==> config.mk <==
export PLATFORM = sky130hd
export DESIGN_NAME = bce_ram
export DESIGN_NICKNAME = d
export VERILOG_FILES = /design/src/rtl/bce_ram.sv
export SDC_FILE = /design/constraint.sdc
export NUM_CORES = 1
export LEC_CHECK = 0
export BUFFER_PORTS_ARGS = -buffer_cell sky130_fd_sc_hd__buf_2
export CAP_MARGIN = 20
export CORE_ASPECT_RATIO = 0.8
export CORE_MARGIN = 8
export CORE_UTILIZATION = 60
export DETAILED_ROUTE_END_ITERATION = 7
export PLACE_DENSITY = 0.84
export SLEW_MARGIN = 20
export SYNTH_ARGS = -nofsm -noshare
export SYNTH_HDL_FRONTEND = slang
export SYNTH_SLANG_ARGS = --single-unit
==> constraint.sdc <==
create_clock -name aclk -period 4 [get_ports aclk]
set_input_delay 0.4 -clock aclk [delete_from_list [all_inputs] [get_ports aclk]]
set_output_delay 0.4 -clock aclk [all_outputs]
set_load 0.02 [all_outputs]
==> src/rtl/bce_ram.sv <==
// Generic single-write, single-read RAM with registered read data.
module bce_ram #(
    parameter int WIDTH = 32,
    parameter int DEPTH = 16
) (
    input  logic                     aclk,
    input  logic                     we,
    input  logic [$clog2(DEPTH)-1:0] waddr,
    input  logic [WIDTH-1:0]         wdata,
    input  logic [$clog2(DEPTH)-1:0] raddr,
    output logic [WIDTH-1:0]         rdata
);

    logic [WIDTH-1:0] mem [DEPTH];

    always_ff @(posedge aclk) begin
        if (we) begin
            mem[waddr] <= wdata;
        end
        rdata <= mem[raddr];
    end

endmodule

==> results of run 1 <==
final cells by class:
class                           count  area, sq um  area share, %
Clock buffer                       69         1403          6.194
Multi-Input combinational cell    251         3750          16.56
Antenna cell                        3        7.507        0.03315
Timing Repair Buffer              106        701.9          3.100
Sequential cell                   544        16020          70.72
Tap cell                          427        534.3          2.359
Clock inverter                     22        234.0          1.033
power by group:
group	internal, mW	switching, mW	total, mW
Sequential	6.37	0.0451	6.42
Combinational	0.232	0.368	0.600
Clock	2.72	2.03	4.74
Total	9.32	2.44	11.8
metrics by stage:
step | hold WS (ns) | cells | power (mW) | setup WS [ns]
4_1_cts | 0.1938 | 1416 | 11.79 | 1.912
6_report | 0.2093 | 1422 | 11.76 | 1.926
2_1_floorplan | 0.4989 | 838 | 6.876 | 0.4204
5_1_grt | 0.2008 | 1421 | 12.06 | 1.785
3_3_place_gp | 0.6464 | 1325 | 7.099 | 1.534
3_5_place_dp | 0.6531 | 1325 | 7.124 | 1.452
cells in the mapped netlist:
library cell,number
edfxtp_1,512
mux4_2,128
a22oi_1,64
nand2_1,33
dfxtp_1,32
clkbuf_1,17
nor2_1,13
buf_4,11
buf_1,9
buf_2,4
nor3_1,4
buf_6,2
nand2b_1,2
nand3b_1,2
nor2b_1,2
and2_1,1
nand3_1,1
or3b_2,1
critical path, stage by stage:
cell	delay, ns
clkbuf_8	0.51
buf_12	0.35
mux4_2	0.55
a22oi_1	0.42
nand2_1	0.15
how the worst min path moves through the flow:
stage / slack [ns] / endpoint / startpoint
CTS: 0.19 / mem[3][19] / wdata[19]
floorplan: 0.50 / mem[0][0] / wdata[0]
global route: 0.20 / mem[3][19] / wdata[19]
global placement: 0.65 / rdata[21] / mem[14][21]
detailed placement: 0.65 / rdata[21] / mem[14][21]
finish: 0.21 / mem[6][12] / wdata[12]
flip-flops by register name (all words and copies together), names as in the netlist:
name   cells
rdata     32
mem      512
metal layers:
metal	global-route usage [%]	part of all wire, %	routed length (microns)
met1	29.35	38	16340
met2	36.59	51	21880
met3	4.165	8.1	3485
met4	6.524	2.4	1047
met5	0	0.063	27
kinds of logic after synthesis:
group,synth area share [%]
AO/OA/AOI/OAI,2.420
buffers and inverters,1.122
flip-flops,80.67
multiplexers,14.52
AND/OR/NAND/NOR,1.273
cells in the final DEF, fill, tap and decap left out, types with 3 or more instances in the layout:
cell type / netlist / layout
edfxtp_1: 512 / 512
mux4_2: 128 / 128
buf_2: 4 / 71
a22oi_1: 64 / 64
clkbuf_16: 0 / 50
nand2_1: 33 / 33
dfxtp_1: 32 / 32
buf_4: 11 / 29
nor2_4: 0 / 13
clkbuf_1: 17 / 11
clkbuf_8: 0 / 9
clkinv_2: 0 / 7
nor3_2: 0 / 4
clkinv_1: 0 / 4
bufinv_16: 0 / 4
clkinvlp_4: 0 / 4
diode_2: 0 / 3
buf_12: 0 / 3
==> impl_metrics.env, run 1 <==
export IMPL_status="finished, final reports clean"
export IMPL_drt_drc_violations_left=0
export IMPL_r2r_setup_slack_ns=2.41
export IMPL_gp_congestion=0.7352
export IMPL_die_h_microns=178.7
export IMPL_syn_area_per_cell_sq_um=23.69
export IMPL_syn_instance_count=838
export IMPL_routedWlPerCell_microns=30.08
export IMPL_hold_depth=1
export IMPL_yosys_warnings=0
export IMPL_slew_headroom_pct=24.54
export IMPL_cts_tree="built"
export IMPL_grt_setup_unrepaired="false"
export IMPL_pin_count=74
export IMPL_hold_path_class="in -> reg"
export IMPL_cp_start_kind="input port"
export IMPL_antenna_found_initial=4
export IMPL_worst_endpoint_arrival_ns=2.49
export IMPL_synth_fp_nets=880
export IMPL_final_antenna_net_count=0
export IMPL_overflow=0
export IMPL_synth_area_top_cells="edfxtp_1, mux4_2, dfxtp_1, a22oi_1, nand2_1"
export IMPL_postCtsSetupRepairBufs=0
export IMPL_syn2layout_area_growth_pct=14.06
export IMPL_viasPerCell=6.564
export IMPL_fill_cells=1814
export IMPL_totalWireLength_mm=42.78
export IMPL_grt_first_pass_wirelength_mm=62.03
export IMPL_powerDensity_mw_per_mm2=519.2
export IMPL_die_w_microns=219.4
export IMPL_cp_startpoint="raddr[0]"
export IMPL_timing_rr_end="rdata[1]"
export IMPL_worstMarginPinSlew_ns=1.129
export IMPL_crit_end="rdata[1]"
export IMPL_nets=994
export IMPL_numCtsBuffers=49
export IMPL_place_hpwl_mm=22.98
export IMPL_cp_required_ns=4.41
export IMPL_start_util_pct=60.99
export IMPL_finish_utilization_pct=69.56
export IMPL_clk_pin_slew_ns=0.07
export IMPL_reg2reg_from="mem[11][1]"
export IMPL_period_minus_slack_ns=2.074
export IMPL_worstPathMaxFanout=54
export IMPL_synth_top_cell_area_share_pct=77.44
export IMPL_clock_path_buffers=3
export IMPL_grtUsageTotal_pct=21.86
export IMPL_row_count=59
export IMPL_ys_ff_latch=544
export IMPL_clk_latency_ns=0.56
export IMPL_synth_top_cell_by_area="edfxtp_1"
export IMPL_finalMaxSlewViolations=0
export IMPL_crit_type="in -> reg"
export IMPL_synth_area_sq_mm=0.01985
export IMPL_design_area_sq_mm=0.02265
export IMPL_ctsHtreeMaxLevel=2
export IMPL_drt_iter0_drc=1185
export IMPL_p_leak_nw=7.316
export IMPL_drt_first_pass_iters=5
export IMPL_grt_max_degree=55
export IMPL_drive_gt1_share_pct=33.37
export IMPL_max_cap_violations=0
export IMPL_hold_viol=0
export IMPL_vias=9334
export IMPL_port_buffers=73
export IMPL_placed_area_sq_mm=0.02093
export IMPL_ys_types=18
export IMPL_core_area_sq_mm=0.03256
export IMPL_post_cts_resized=0
export IMPL_root_buffer="clkbuf_16"
export IMPL_design_die_area_sq_mm=0.03920
export IMPL_rr_worst_depth=3
export IMPL_ir_worst_vdd_uv=442.2
export IMPL_clock_sinks=544
export IMPL_ys_seq_area_share_pct=80.67
export IMPL_setup_viol=0
export IMPL_grt_pass1_vias=9606
export IMPL_hold_buffers=0
export IMPL_timing_final_crit_share_pct=51.86
export IMPL_skew_ns=0.01355
export IMPL_end_kind="flop"
export IMPL_fmax_mhz=482.1
export IMPL_final_setup_tns_ns=0
Power figures use the tool's default switching activity.
==> inputs of run 2 (changes only) <==
Settings changed: ABC_AREA set to 1, PLACE_DENSITY 0.84 to 0.83.
Clock period 4 ns to 2.03 ns, I/O delays scaled along.
==> run 2 against run 1 <==
Net effect: worst hold slack worse by 0.19 ns; core utilization down 1.3 points; register-to-register slack worse by 1.5 ns; sequential power grew 96%; critical path depth fell by 4; non-clock buffer count is 14 higher; routed wire length grew 24%; combinational power rose to 2.6 times the previous value; synthesized cell count increased to 2.5 times the previous value; setup slack worse by 1.4 ns; critical endpoint is now rdata[15].
==> impl_metrics.env, run 2 <==
export IMPL_status="finished, final reports clean"
export IMPL_clk_latency_ns=0.57
export IMPL_synth_edf_count=512
export IMPL_antenna_found_initial=0
export IMPL_period_minus_slack_ns=1.471
export IMPL_critPathMaxStageDelay_ns=0.47
export IMPL_syn_area_per_cell_sq_um=10.72
export IMPL_routedWlPerCell_microns=19.52
export IMPL_synth_area_top_cells="edfxtp_1, nand2_1, nand3_1, inv_1, dfxtp_1"
export IMPL_top_regs="mem x512, rdata x32"
export IMPL_fill_cells=2497
export IMPL_powerDensity_mw_per_mm2=918.8
export IMPL_drt_drc_violations_left=0
export IMPL_slew_headroom_pct=57.81
export IMPL_grt_pass1_vias=15140
export IMPL_synth_commonest_cells="nand2_1, edfxtp_1, inv_1"
export IMPL_skew_ns=0.01280
export IMPL_grt_first_pass_wirelength_mm=82.34
export IMPL_timing_rr_end="rdata[15]"
export IMPL_design_die_area_sq_mm=0.04441
export IMPL_yosysMostFrequentCell="nand2_1"
export IMPL_worstHoldStart="wdata[7]"
export IMPL_clock_path_buffers=3
export IMPL_crit_type="reg -> out"
export IMPL_core_area_sq_mm=0.03721
export IMPL_crit_family="flip-flops"
export IMPL_vias=15090
export IMPL_cp_start_kind="flop"
export IMPL_top_register="mem"
export IMPL_hold_viol=0
export IMPL_drt_first_pass_iters=5
export IMPL_numCtsBuffers=50
export IMPL_critPathSlowestCell="dfxtp_1"
export IMPL_postCtsSetupRepairBufs=0
export IMPL_final_antenna_net_count=0
export IMPL_syn2layout_area_growth_pct=11.75
export IMPL_ys_seq_area_share_pct=70.46
export IMPL_ys_types=15
export IMPL_overflow=0
export IMPL_grt_max_degree=126
export IMPL_place_hpwl_mm=28.62
export IMPL_hold_path_class="in -> reg"
export IMPL_ir_worst_vdd_uv=800.5
export IMPL_viasPerCell=5.560
export IMPL_row_count=63
export IMPL_timing_final_crit_share_pct=72.47
export IMPL_drt_iter0_drc=1811
export IMPL_synth_fp_nets=2162
export IMPL_largest_register_ffs=512
export IMPL_gp_congestion=0.8093
export IMPL_n_antenna_cell=0
export IMPL_fin_cells=2714
export IMPL_reg2reg_from="mem[13][15]"
export IMPL_setup_viol=0
export IMPL_totalWireLength_mm=52.99
export IMPL_end_kind="output pin"
export IMPL_worst_path_buf_inv=1
export IMPL_holdWs_ns=0.01521
export IMPL_grt_setup_unrepaired="false"
export IMPL_die_w_microns=233.6
export IMPL_worstPathMaxFanout=1
export IMPL_start_util_pct=61.09
export IMPL_ys_ff_latch=544
export IMPL_post_place_ws_ns=0.4082
export IMPL_port_buffers=73
export IMPL_clock_sinks=544
export IMPL_dp_cells=2617
export IMPL_ctsHtreeMaxLevel=2
export IMPL_pin_count=74
export IMPL_p_leak_nw=10.86
export IMPL_crit_chain="buf_2"
export IMPL_nets=2229
export IMPL_r2r_setup_slack_ns=0.94
export IMPL_clk_pin_slew_ns=0.06
export IMPL_final_common_cell="nand2_1"
export IMPL_rr_worst_depth=6
export IMPL_synth_area_sq_mm=0.02273
export IMPL_cts_tree="built"
export IMPL_synth_ff_type="edfxtp_1"
export IMPL_synth_top_cell_area_share_pct=67.64
export IMPL_worst_endpoint_arrival_ns=1.27
export IMPL_synth_top_cell_by_area="edfxtp_1"
export IMPL_layout_common_cells="nand2_1, edfxtp_1, inv_1, nand3_1, buf_2"
export IMPL_worstMarginPinSlew_ns=0.6329
export IMPL_finalWorstSetupSlack_ns=0.5588
export IMPL_yosys_warnings=0
export IMPL_drive_gt1_share_pct=9.115
export IMPL_hold_depth=1
export IMPL_fmax_mhz=679.7
export IMPL_grtUsageTotal_pct=23.86
export IMPL_die_h_microns=190.1
export IMPL_root_buffer="clkbuf_16"
export IMPL_ys_async_sr_fraction_pct=0
export IMPL_hold_path_end="mem[0][7]"
export IMPL_max_cap_violations=0
export IMPL_finalMaxSlewViolations=0
export IMPL_cp_required_ns=1.83
export IMPL_syn_instance_count=2120
run 2: changes by cell type in the layout (fill, tap and decap cells not counted), moves of 4 or more:
cell	previous run	this run
buf_12	3	24
nor3_2	4	0
a22oi_1	64	0
nand3_1	1	385
dlygate4sd3_1	0	5
mux4_2	128	0
nand2_1	33	677
clkinv_1	4	10
inv_1	0	387
buf_4	29	19
run 2: metrics by stage:
step / util [%] / area [sq um] / total power, mW / setup TNS (ns)
finish: 68.27 / 25400 / 23.34 / 0
global route: 68.27 / 25400 / 23.97 / 0
CTS: 68.27 / 25400 / 23.40 / 0
detailed placement: 63.84 / 23750 / 14.40 / 0
global placement: 63.84 / 23750 / 14.33 / 0
floorplan: - / 22750 / 13.81 / -52.91
run 2: area by class of cell:
type,instances,area (sq um),area share (%)
well taps,487,609.3,2.399
flip-flops and latches,544,16020,63.05
clock inverters,20,140.1,0.5517
multi-input cells,1081,4667,18.37
inverters,390,1471,5.793
clock buffers,72,1458,5.739
repair buffers,120,1040,4.093
run 2: logic make-up (layout without fill, tap and decap cells):
logic type,after synthesis,after routing,share of synthesized area [%]
and+or+nand+nor,1081,1081,20.00
DFF,544,544,70.46
buffers and inverters,495,602,9.539
run 2: what timing repair did:
action                                 4_1_cts  5_1_grt
gates resized for setup                      0        0
hold buffers                                 5        0
endpoints found under the hold margin       66        0
run 2: worst max-delay path by stage:
stage                   start         end  depth (start not counted)
floorplan            waddr[2]  mem[10][0]                          2
global placement     waddr[3]  mem[4][27]                          4
detailed placement   raddr[0]   rdata[15]                          8
CTS                 rdata[15]   rdata[15]                          1
global route        rdata[15]   rdata[15]                          1
finish              rdata[15]   rdata[15]                          1
run 2: where the power goes:
| part | total (mW) | switching [mW] | internal [mW] |
|---|---|---|---|
| clock | 9.15 | 3.92 | 5.22 |
| combinational | 1.56 | 1.12 | 0.440 |
| sequential | 12.6 | 0.0833 | 12.6 |
| total | 23.3 | 5.13 | 18.2 |
run 2: layer usage:
metal	up-vias	GRT usage, %	wire (microns)
met1	7148	30.01	19860
li1	6974	-	-
met5	-	0	0
met3	148	4.868	5288
met4	0	8.388	1742
met2	820	40.95	26090
==> inputs of run 3 (changes only) <==
Clock period 2.03 ns to 1.5 ns, I/O delays scaled along.
==> run 3 against run 2 <==
Net effect: combinational power increased by 47%; die area did not move; cell count grew 2.1%; final area increased by 2.9%; flip-flop and latch count is the same; critical path type unchanged; critical endpoint is now rdata[22].
==> impl_metrics.env, run 3 (synthesized netlist as in run 2, its figures left out) <==
export IMPL_post_cts_resized=0
export IMPL_n_antenna_cell=0
export IMPL_place_hpwl_mm=31.62
export IMPL_finalMaxSlewViolations=0
export IMPL_hold_buffers=30
export IMPL_p_total_mw=32.70
export IMPL_grtUsageTotal_pct=24.87
export IMPL_die_h_microns=190.1
export IMPL_final_setup_tns_ns=0
export IMPL_nets=2286
export IMPL_critPathMaxStageDelay_ns=0.38
export IMPL_routedWlPerCell_microns=19.98
export IMPL_final_antenna_net_count=0
export IMPL_critPathSlowestCell="dfxtp_1"
export IMPL_max_cap_violations=0
export IMPL_finish_utilization_pct=70.28
export IMPL_largest_register_ffs=512
export IMPL_top_register="mem"
export IMPL_grt_pass1_vias=15800
export IMPL_skew_ns=0.02955
export IMPL_start_util_pct=61.09
export IMPL_crit_chain="buf_2"
export IMPL_root_buffer="clkbuf_16"
export IMPL_slew_headroom_pct=72.39
export IMPL_row_count=63
export IMPL_powerDensity_mw_per_mm2=1251
export IMPL_worstHoldStart="wdata[18]"
export IMPL_rr_worst_depth=6
export IMPL_end_kind="output pin"
export IMPL_clk_latency_ns=0.58
export IMPL_hold_viol=0
export IMPL_p_leak_nw=11.21
export IMPL_vias=15640
export IMPL_fmax_mhz=768.9
export IMPL_r2r_setup_slack_ns=0.39
export IMPL_drt_first_pass_iters=6
export IMPL_worstPathMaxFanout=1
export IMPL_final_common_cell="nand2_1"
export IMPL_setup_viol=0
export IMPL_port_buffers=73
export IMPL_cts_tree="built"
export IMPL_drt_drc_violations_left=0
export IMPL_drive_gt1_share_pct=10.59
export IMPL_crit_type="reg -> out"
export IMPL_worstMarginPinSlew_ns=0.4131
export IMPL_status="finished, final reports clean"
export IMPL_design_die_area_sq_mm=0.04441
export IMPL_layout_common_cells="nand2_1, edfxtp_1, inv_1, nand3_1, buf_2"
export IMPL_core_area_sq_mm=0.03721
export IMPL_syn2layout_area_growth_pct=15.03
export IMPL_die_w_microns=233.6
export IMPL_timing_rr_end="rdata[0]"
export IMPL_period_minus_slack_ns=1.301
export IMPL_clock_sinks=544
export IMPL_antenna_found_initial=0
export IMPL_overflow=0
export IMPL_worst_path_buf_inv=1
export IMPL_clk_pin_slew_ns=0.06
export IMPL_holdWs_ns=0.02396
export IMPL_hold_path_class="in -> reg"
export IMPL_ir_worst_vdd_uv=1120
export IMPL_timing_final_crit_share_pct=86.71
export IMPL_grt_max_degree=78
export IMPL_clock_path_buffers=3
export IMPL_crit_family="flip-flops"
export IMPL_fill_cells=2408
export IMPL_ctsHtreeMaxLevel=2
export IMPL_hold_path_end="mem[15][18]"
export IMPL_pin_count=74
export IMPL_reg2reg_from="mem[3][0]"
export IMPL_totalWireLength_mm=55.39
export IMPL_gp_congestion=0.8553
export IMPL_numCtsBuffers=50
export IMPL_worst_endpoint_arrival_ns=1.15
export IMPL_grt_first_pass_wirelength_mm=85.32
export IMPL_drt_iter0_drc=2141
export IMPL_cp_start_kind="flop"
export IMPL_postCtsSetupRepairBufs=0
export IMPL_hold_depth=1
export IMPL_cp_required_ns=1.35
export IMPL_viasPerCell=5.643
export IMPL_grt_setup_unrepaired="false"
export IMPL_top_regs="mem x512, rdata x32"
==> run 3: cell count changes in the layout (fill, tap and decap cells not counted), sizes merged <==
cell	previous run	this run
buf	115	147
bufinv	2	8
clkbuf	72	66
clkinv	17	13
clkinvlp	1	4
dlygate4sd3	5	30
inv	390	392
==> run 3: worst max-delay path by stage <==
| stage | startpoint | endpoint | slack [ns] | cells after the start |
|---|---|---|---|---|
| final | rdata[22] | rdata[22] | 0.20 | 1 |
| after global routing | rdata[13] | rdata[13] | 0.17 | 1 |
| after CTS | rdata[13] | rdata[13] | 0.16 | 1 |
| after detailed placement | waddr[0] | mem[12][3] | 0.06 | 5 |
| after global placement | waddr[0] | mem[12][5] | 0.07 | 5 |
| after floorplan | waddr[2] | mem[10][0] | -0.18 | 2 |
==> run 3: final cells by class <==
class / count / area (sq um) / area share, %
clock inverter: 27 / 350.3 / 1.340
multi-input combinational: 1081 / 4667 / 17.85
inverter: 390 / 1471 / 5.628
tap: 487 / 609.3 / 2.330
sequential: 544 / 16020 / 61.25
clock buffer: 66 / 1353 / 5.173
timing repair buffer: 177 / 1680 / 6.427
==> run 3: through the flow <==
stage | instance area (sq um) | setup slack (ns) | cells
after floorplan | 22780 | -0.1831 | 2120
after global placement | 24140 | 0.06581 | 2649
after detailed placement | 24140 | 0.06182 | 2649
after CTS | 26150 | 0.1566 | 2772
after global routing | 26150 | 0.1728 | 2772
final | 26150 | 0.1994 | 2772
==> run 3: where the power goes <==
| group | total, mW | internal, mW | switching, mW |
|---|---|---|---|
| registers | 17.1 | 17.0 | 0.110 |
| clock network | 13.3 | 7.75 | 5.56 |
| logic | 2.30 | 0.706 | 1.59 |
| total | 32.7 | 25.4 | 7.26 |
==> run 3: routing by layer <==
layer / global-route usage, % / vias to the layer above / routed length (microns)
met5: 0 / - / 0
met4: 11.12 / 0 / 2320
met3: 4.451 / 177 / 5234
met2: 42.44 / 875 / 27490
met1: 30.92 / 7508 / 20340
li1: - / 7083 / -
